[src/design/deq_pkg.sv]
package deq_pkg;

  localparam int unsigned Depth      = 64;
  localparam int unsigned ValueWidth = 32;
  localparam int unsigned IdxW       = (Depth > 1) ? $clog2(Depth) : 1;
  localparam int unsigned CntW       = $clog2(Depth + 1);

  typedef enum logic [1:0] {
    OP_PUSH_BACK = 2'd0,
    OP_POP_FRONT = 2'd1,
    OP_POP_BACK  = 2'd2,
    OP_PEEK_BACK = 2'd3
  } deq_op_e;

  typedef enum logic [1:0] {
    ST_OK    = 2'd0,
    ST_EMPTY = 2'd1,
    ST_FULL  = 2'd2
  } deq_status_e;

  typedef struct packed {
    deq_op_e            operation;
    logic signed [31:0] push_value;
  } deq_req_t;

  typedef struct packed {
    logic signed [31:0] read_value;
    deq_status_e        status;
    logic               now_empty;
  } deq_rsp_t;

  typedef struct packed {
    logic                  we;
    logic                  re;
    logic [IdxW-1:0]       addr;
    logic [ValueWidth-1:0] wdata;
  } deq_mem_req_t;

  // Ring position: front + offset, wrapped at Depth (sum stays below 2*Depth).
  function automatic logic [IdxW-1:0] ring_pos(input logic [IdxW-1:0] front,
                                               input logic [IdxW-1:0] offset);
    logic [IdxW:0] sum;
    sum = {1'b0, front} + {1'b0, offset};
    if (sum >= (IdxW + 1)'(Depth)) begin
      sum = sum - (IdxW + 1)'(Depth);
    end
    return sum[IdxW-1:0];
  endfunction

endpackage

[src/design/double_ended_queue_core.sv]
// Bounded double-ended queue over a ring buffer of Depth entries.
//
// Request channel: drive req_i (operation, push_value) and raise start; the
// transaction is taken at a rising edge with start high and busy low. busy
// stays low, so a new request may be issued in every cycle.
//
// Result channel: valid_o is high for exactly one cycle, in the cycle after the
// request was taken, with rsp_o carrying read_value, status and now_empty.
// The receiver cannot stall; a result must be sampled in that cycle.
//
// Throughput is one request per cycle for every operation, as set by the
// single-port entry memory: a push writes it in the accept cycle, a pop or
// peek reads it then and the registered read data forms the result.
// Pointers and count update at the accept edge, so the next request always
// sees the updated state and no forwarding is needed.
//
// Reset clears the front pointer and the item count; the entry memory is not
// cleared and needs no clearing pass. A push onto a full store is dropped
// with status full; a pop or peek on an empty store returns 0, status empty.
module double_ended_queue_core (
  input  logic               clk_i,
  input  logic               rst_ni,
  input  logic               start,
  output logic               busy,
  input  deq_pkg::deq_req_t  req_i,
  output logic               valid_o,
  output deq_pkg::deq_rsp_t  rsp_o
);
  import deq_pkg::*;

  deq_mem_req_t          mem_req;
  logic [ValueWidth-1:0] rdata;
  logic                  accept;

  assign busy   = 1'b0;
  assign accept = start && !busy;

  deq_ctrl u_ctrl (
    .clk_i     (clk_i),
    .rst_ni    (rst_ni),
    .accept_i  (accept),
    .req_i     (req_i),
    .rdata_i   (rdata),
    .mem_req_o (mem_req),
    .valid_o   (valid_o),
    .rsp_o     (rsp_o)
  );

  deq_store u_store (
    .clk_i     (clk_i),
    .mem_req_i (mem_req),
    .rdata_o   (rdata)
  );

endmodule

[src/design/deq_store.sv]
module deq_store (
  input  logic                           clk_i,
  input  deq_pkg::deq_mem_req_t          mem_req_i,
  output logic [deq_pkg::ValueWidth-1:0] rdata_o
);
  import deq_pkg::*;

  logic [ValueWidth-1:0] mem [Depth];
  logic [ValueWidth-1:0] rdata_q;

  always_ff @(posedge clk_i) begin
    if (mem_req_i.we) begin
      mem[mem_req_i.addr] <= mem_req_i.wdata;
    end
    if (mem_req_i.re) begin
      rdata_q <= mem[mem_req_i.addr];
    end
  end

  assign rdata_o = rdata_q;

endmodule

[src/design/deq_ctrl.sv]
module deq_ctrl (
  input  logic                           clk_i,
  input  logic                           rst_ni,
  input  logic                           accept_i,
  input  deq_pkg::deq_req_t              req_i,
  input  logic [deq_pkg::ValueWidth-1:0] rdata_i,
  output deq_pkg::deq_mem_req_t          mem_req_o,
  output logic                           valid_o,
  output deq_pkg::deq_rsp_t              rsp_o
);
  import deq_pkg::*;

  logic [IdxW-1:0] front_q, front_d;
  logic [CntW-1:0] count_q, count_d;
  logic            valid_q;
  logic            rd_q, rd_d;
  deq_status_e     status_q, status_d;
  logic            empty_q;
  logic signed [ValueWidth-1:0] rvalue;

  always_comb begin
    front_d         = front_q;
    count_d         = count_q;
    status_d        = ST_OK;
    rd_d            = 1'b0;
    mem_req_o.we    = 1'b0;
    mem_req_o.re    = 1'b0;
    mem_req_o.addr  = front_q;
    mem_req_o.wdata = ValueWidth'(req_i.push_value);
    if (accept_i) begin
      unique case (req_i.operation)
        OP_PUSH_BACK: begin
          if (count_q == CntW'(Depth)) begin
            status_d = ST_FULL;
          end else begin
            mem_req_o.we   = 1'b1;
            mem_req_o.addr = ring_pos(front_q, count_q[IdxW-1:0]);
            count_d        = count_q + CntW'(1);
          end
        end
        OP_POP_FRONT: begin
          if (count_q == '0) begin
            status_d = ST_EMPTY;
          end else begin
            mem_req_o.re = 1'b1;
            rd_d         = 1'b1;
            front_d      = ring_pos(front_q, IdxW'(1));
            count_d      = count_q - CntW'(1);
          end
        end
        OP_POP_BACK, OP_PEEK_BACK: begin
          if (count_q == '0) begin
            status_d = ST_EMPTY;
          end else begin
            mem_req_o.re   = 1'b1;
            rd_d           = 1'b1;
            mem_req_o.addr = ring_pos(front_q, IdxW'(count_q - CntW'(1)));
            if (req_i.operation == OP_POP_BACK) begin
              count_d = count_q - CntW'(1);
            end
          end
        end
        default: status_d = ST_OK;
      endcase
    end
  end

  always_ff @(posedge clk_i or negedge rst_ni) begin
    if (!rst_ni) begin
      front_q <= '0;
      count_q <= '0;
      valid_q <= 1'b0;
    end else begin
      front_q <= front_d;
      count_q <= count_d;
      valid_q <= accept_i;
    end
  end

  // Result side fields: held only with the strobe, no reset needed.
  always_ff @(posedge clk_i) begin
    if (accept_i) begin
      rd_q     <= rd_d;
      status_q <= status_d;
      empty_q  <= (count_d == '0);
    end
  end

  assign rvalue           = rdata_i;
  assign valid_o          = valid_q;
  assign rsp_o.read_value = rd_q ? 32'(rvalue) : 32'sd0;
  assign rsp_o.status     = status_q;
  assign rsp_o.now_empty  = empty_q;

  a_count_bound : assert property (@(posedge clk_i) disable iff (!rst_ni)
    count_q <= CntW'(Depth))
    else $error("item count beyond depth");

  a_one_result : assert property (@(posedge clk_i) disable iff (!rst_ni)
    accept_i |=> valid_o)
    else $error("accepted transaction gave no result");

  a_no_spurious : assert property (@(posedge clk_i) disable iff (!rst_ni)
    !accept_i |=> !valid_o)
    else $error("result without transaction");

  a_full_flag : assert property (@(posedge clk_i) disable iff (!rst_ni)
    (accept_i && req_i.operation == OP_PUSH_BACK && count_q == CntW'(Depth))
    |=> (rsp_o.status == ST_FULL && $stable(count_q)))
    else $error("push onto full store not flagged");

  a_empty_flag : assert property (@(posedge clk_i) disable iff (!rst_ni)
    (accept_i && req_i.operation != OP_PUSH_BACK && count_q == '0)
    |=> (rsp_o.status == ST_EMPTY && rsp_o.read_value == 32'sd0))
    else $error("read of empty store not flagged");

endmodule
[config.mk]
export PLATFORM = sky130hd
export DESIGN_NAME = double_ended_queue_core
export DESIGN_NICKNAME = d
export VERILOG_FILES = /design/src/design/deq_pkg.sv /design/src/design/double_ended_queue_core.sv /design/src/design/deq_store.sv /design/src/design/deq_ctrl.sv
export SDC_FILE = /design/constraint.sdc
export NUM_CORES = 2
export LEC_CHECK = 0
export ABC_AREA = 0
export BUFFER_PORTS_ARGS = -buffer_cell sky130_fd_sc_hd__clkbuf_2
export CORE_UTILIZATION = 45
export DETAILED_ROUTE_END_ITERATION = 10
export PLACE_DENSITY = 0.7
export SYNTH_ARGS = -nofsm -noshare
export SYNTH_HDL_FRONTEND = slang
export SYNTH_HIERARCHICAL = 1
export SYNTH_SLANG_ARGS = --single-unit
[constraint.sdc]
create_clock -name clk_i -period 8.7 [get_ports clk_i]
set_input_delay 2.61 -clock clk_i [delete_from_list [all_inputs] [get_ports clk_i]]
set_output_delay 2.61 -clock clk_i [all_outputs]
set_load 0.1 [all_outputs]
==> results.py <==
metrics = {
    "status": {
        "status": "completed",
    },
    "setup_path": {
        "path_delay_family": "compound AO/OA/AOI/OAI gates",
        "critPathKind": "in -> reg",
        "cp_cell_sequence": "clkbuf_2 -> or2_2 -> a31oi_2 -> a22oi_1 -> o21ai_4 -> buf_4 -> buf_4 -> mux4_2 -> mux2i_1 -> nor2_1 -> a2111oi_0 -> nand3_1",
        "worst_setup_path_start_kind": "input port",
        "cp-end-kind": "flip-flop",
        "critPathRequiredTime_ps": 9250,
        "critPathArrivalTime_ps": 7460,
        "cp.buffers_inverters": 3,
        "cpPeakStageDelay_ps": 760,
        "ff2ff_setup_slack_ps": 2110,
        "cp_max_fo": 63,
        "crit_top_cell": "buf_4",
        "cp_slowest_cell": "o21ai_4",
    },
    "floorplan": {
        "start_util_pct": 45.5,
        "die_y_um": 427,
        "die-area_mm2": 0.183,
        "rows": 155,
        "core_area_mm2": 0.179,
        "ios": 74,
        "die_width_um": 427,
    },
    "global_routing": {
        "grt_first_pass_wirelength_um": 310000,
        "grt_pass1_vias": 43600,
        "antenna_found_initial": 15,
        "grt_usage_pct": 23.4,
        "overflow": 0,
        "grt_start_max_net_pins": 105,
    },
    "drt": {
        "firstDrtPassIters": 9,
        "drt-initial-drc-count": 6709,
        "routedWlPerCell_um": 30.1,
        "antenna_left": 0,
        "dr_wl_met2_um": 100000,
        "wl_met3_um": 24100,
        "drc": 0,
        "top_layer": "met5",
        "routed_via_density": 6.34,
        "wl_met1_um": 83700,
        "routed_wl_um": 216000,
        "dr_total_vias": 45400,
    },
    "synth": {
        "synth_edf_count": 2084,
        "avgSynthCellArea_um2": 18.1,
        "ys_seq_elements": 2098,
        "netlist_area_mm2": 0.0814,
        "synthTopCellsByCount": "2,084 x edfxtp_1, 261 x mux2i_1, 191 x a22oi_1",
        "ys_async_sr_fraction_pct": 0.667,
        "synth_top_area_cell": "edfxtp_1",
        "synthesis.instances": 4500,
        "synth.most_common_cell": "edfxtp_1",
        "yosysSeqAreaShare_pct": 77.3,
        "yosys.area.top_type_share_pct": 76.9,
        "synth_fp_nets": 4552,
        "synth_flop_cell": "edfxtp_1",
        "synth.area.top_cells": "edfxtp_1 77%, mux2i_1 3.2%, mux4_2 2.7%, mux2_2 2.0%, a221oi_1 1.9%",
        "synth.distinct_cells": 74,
        "ys_warn_count": 6,
    },
    "finish": {
        "fin_area_mm2": 0.0917,
        "syn2layout_area_growth_pct": 12.6,
        "multi_input_area_mm2": 0.0174,
        "fillers": 13900,
        "seqCellArea_mm2": 0.0629,
        "final_nets": 4690,
        "drive_gt1_share_pct": 18.5,
    },
    "timing": {
        "finalHoldViolCount": 0,
        "setup_tns_ps": 0,
        "rsz0062_at_grt": "false",
        "worst_slew_pin_slew_ps": 1350,
        "period_needed_ps": 6910,
        "timing.fmax_mhz": 145,
        "finClkSkew_ps": 49.5,
        "maxSlewHeadroom_pct": 9.89,
        "whs_ps": 554,
        "min_period_over_period_pct": 79.4,
        "drv_slew": 0,
        "finalSetupViolCount": 0,
    },
    "clocking": {
        "cts_resized": 0,
        "ctsHoldBuffers": 0,
        "cts_made_buffers": 198,
        "cts_sinks": 2098,
        "cts_tree": "done",
        "post_cts_buffers": 0,
        "clk_latency_ps": 860,
        "htreeDepth": 4,
        "clk_pin_slew_worst_paths_ps": 60,
        "ctsLongestPathBuffers": 3,
        "cts_root_buf": "clkbuf_16",
    },
    "power_and_ir_drop": {
        "leakage_nw": 29.2,
        "fin_total_pwr_w": 0.0309,
        "peakVddDrop_v": 0.000288,
        "p_per_area_mw_per_mm2": 337,
    },
    "placed_design": {
        "dp_hpwl_um": 124000,
        "post_dp_cell_area_mm2": 0.0856,
        "io_buffers": 72,
        "gp_congestion": 0.902,
    },
    "hold_path": {
        "min-delay-path-class": "reg -> reg",
    },
    "flow_run": {
        "cap_violations": 0,
    },
}
-- logic make-up after synthesis --
group / Yosys count / share of synthesized area (%)
xor+xnor: 17 / 0.183
buf+inv: 358 / 2.10
compound gates: 988 / 8.88
fa+ha+maj: 15 / 0.249
flops: 2098 / 77.3
other cells: 1 / 0.00461
mux: 505 / 7.91
simple gates: 518 / 3.35
-- placed cells by master, fill, tap and decap left out, types with 17 or more instances in the layout --
cell / instances
edfxtp_1: 2084
clkbuf_16: 198
nor2_4: 68
clkinv_1: 49
mux2_2: 148
a22oi_1: 191
a221oi_1: 177
a21oi_1: 131
o21ai_0: 93
mux2i_1: 261
and3_1: 87
o22ai_1: 95
nand2_1: 46
buf_12: 23
a31oi_1: 45
nor3_1: 21
mux4_2: 96
clkinv_2: 32
a22o_1: 66
clkbuf_2: 72
clkbuf_1: 54
o22a_1: 70
nor2_1: 91
nand3_1: 58
buf_4: 187
a211oi_1: 21
and2_1: 36
nor4_1: 17
-- power by group --
part / switching, W / internal, W / leakage [nW] / total, W
Clock: 0.00373 / 0.00448 / 2.96 / 0.00820
Sequential: 0.000248 / 0.0114 / 18.9 / 0.0117
Combinational: 0.00712 / 0.00388 / 7.27 / 0.0110
Total: 0.0111 / 0.0198 / 29.2 / 0.0309
-- registers in the layout, summed over array words and instances, names as in the netlist --
name             cells
u_ctrl/count_q       7
u_ctrl/empty_q       1
u_store/rdata_o     32
u_ctrl/valid_o       1
u_ctrl/front_q       6
u_ctrl/status_q      2
u_store/mem       2048
u_ctrl/rd_q          1
-- routing by layer --
layer  vias to the layer above  track usage, %
li1                      18800               -
met1                     23400            33.2
met2                      2791            35.8
met3                       374            4.67
met4                         6            9.02
met5                         -               0
-- per-stage QoR --
stage,instances,worst slack (ps),utilization [%]
3_3_place_gp,6793,1230,47.8
5_1_grt,7162,1700,51.2
4_1_cts,7154,2070,51.2
6_report,7165,1790,51.2
3_5_place_dp,6793,1160,47.8
2_1_floorplan,4500,1560,-
-- worst paths after layout --
kind,from,end,cells after the start
max reg2reg,u_ctrl/count_q[1],u_store/rdata_o[10],15
max in group asynchronous,rst_ni,u_ctrl/front_q[1],1
max,req_i[33],u_store/rdata_o[2],12
min reg2reg,u_ctrl/front_q[5],u_ctrl/front_q[5],1
min,u_ctrl/front_q[5],u_ctrl/front_q[5],1
min in group asynchronous,rst_ni,u_ctrl/valid_o,1
-- layout make-up --
type                       count  share of cell area (%)
clock inverter               109                    1.02
multi-input combinational   2044                    19.0
inverter                      14                  0.0655
timing repair buffer         282                    2.43
antenna                       11                  0.0300
sequential                  2098                    68.6
tap                         2355                    3.21
clock buffer                 252                    5.63
Note: power is estimated with default switching activity, not from simulation.
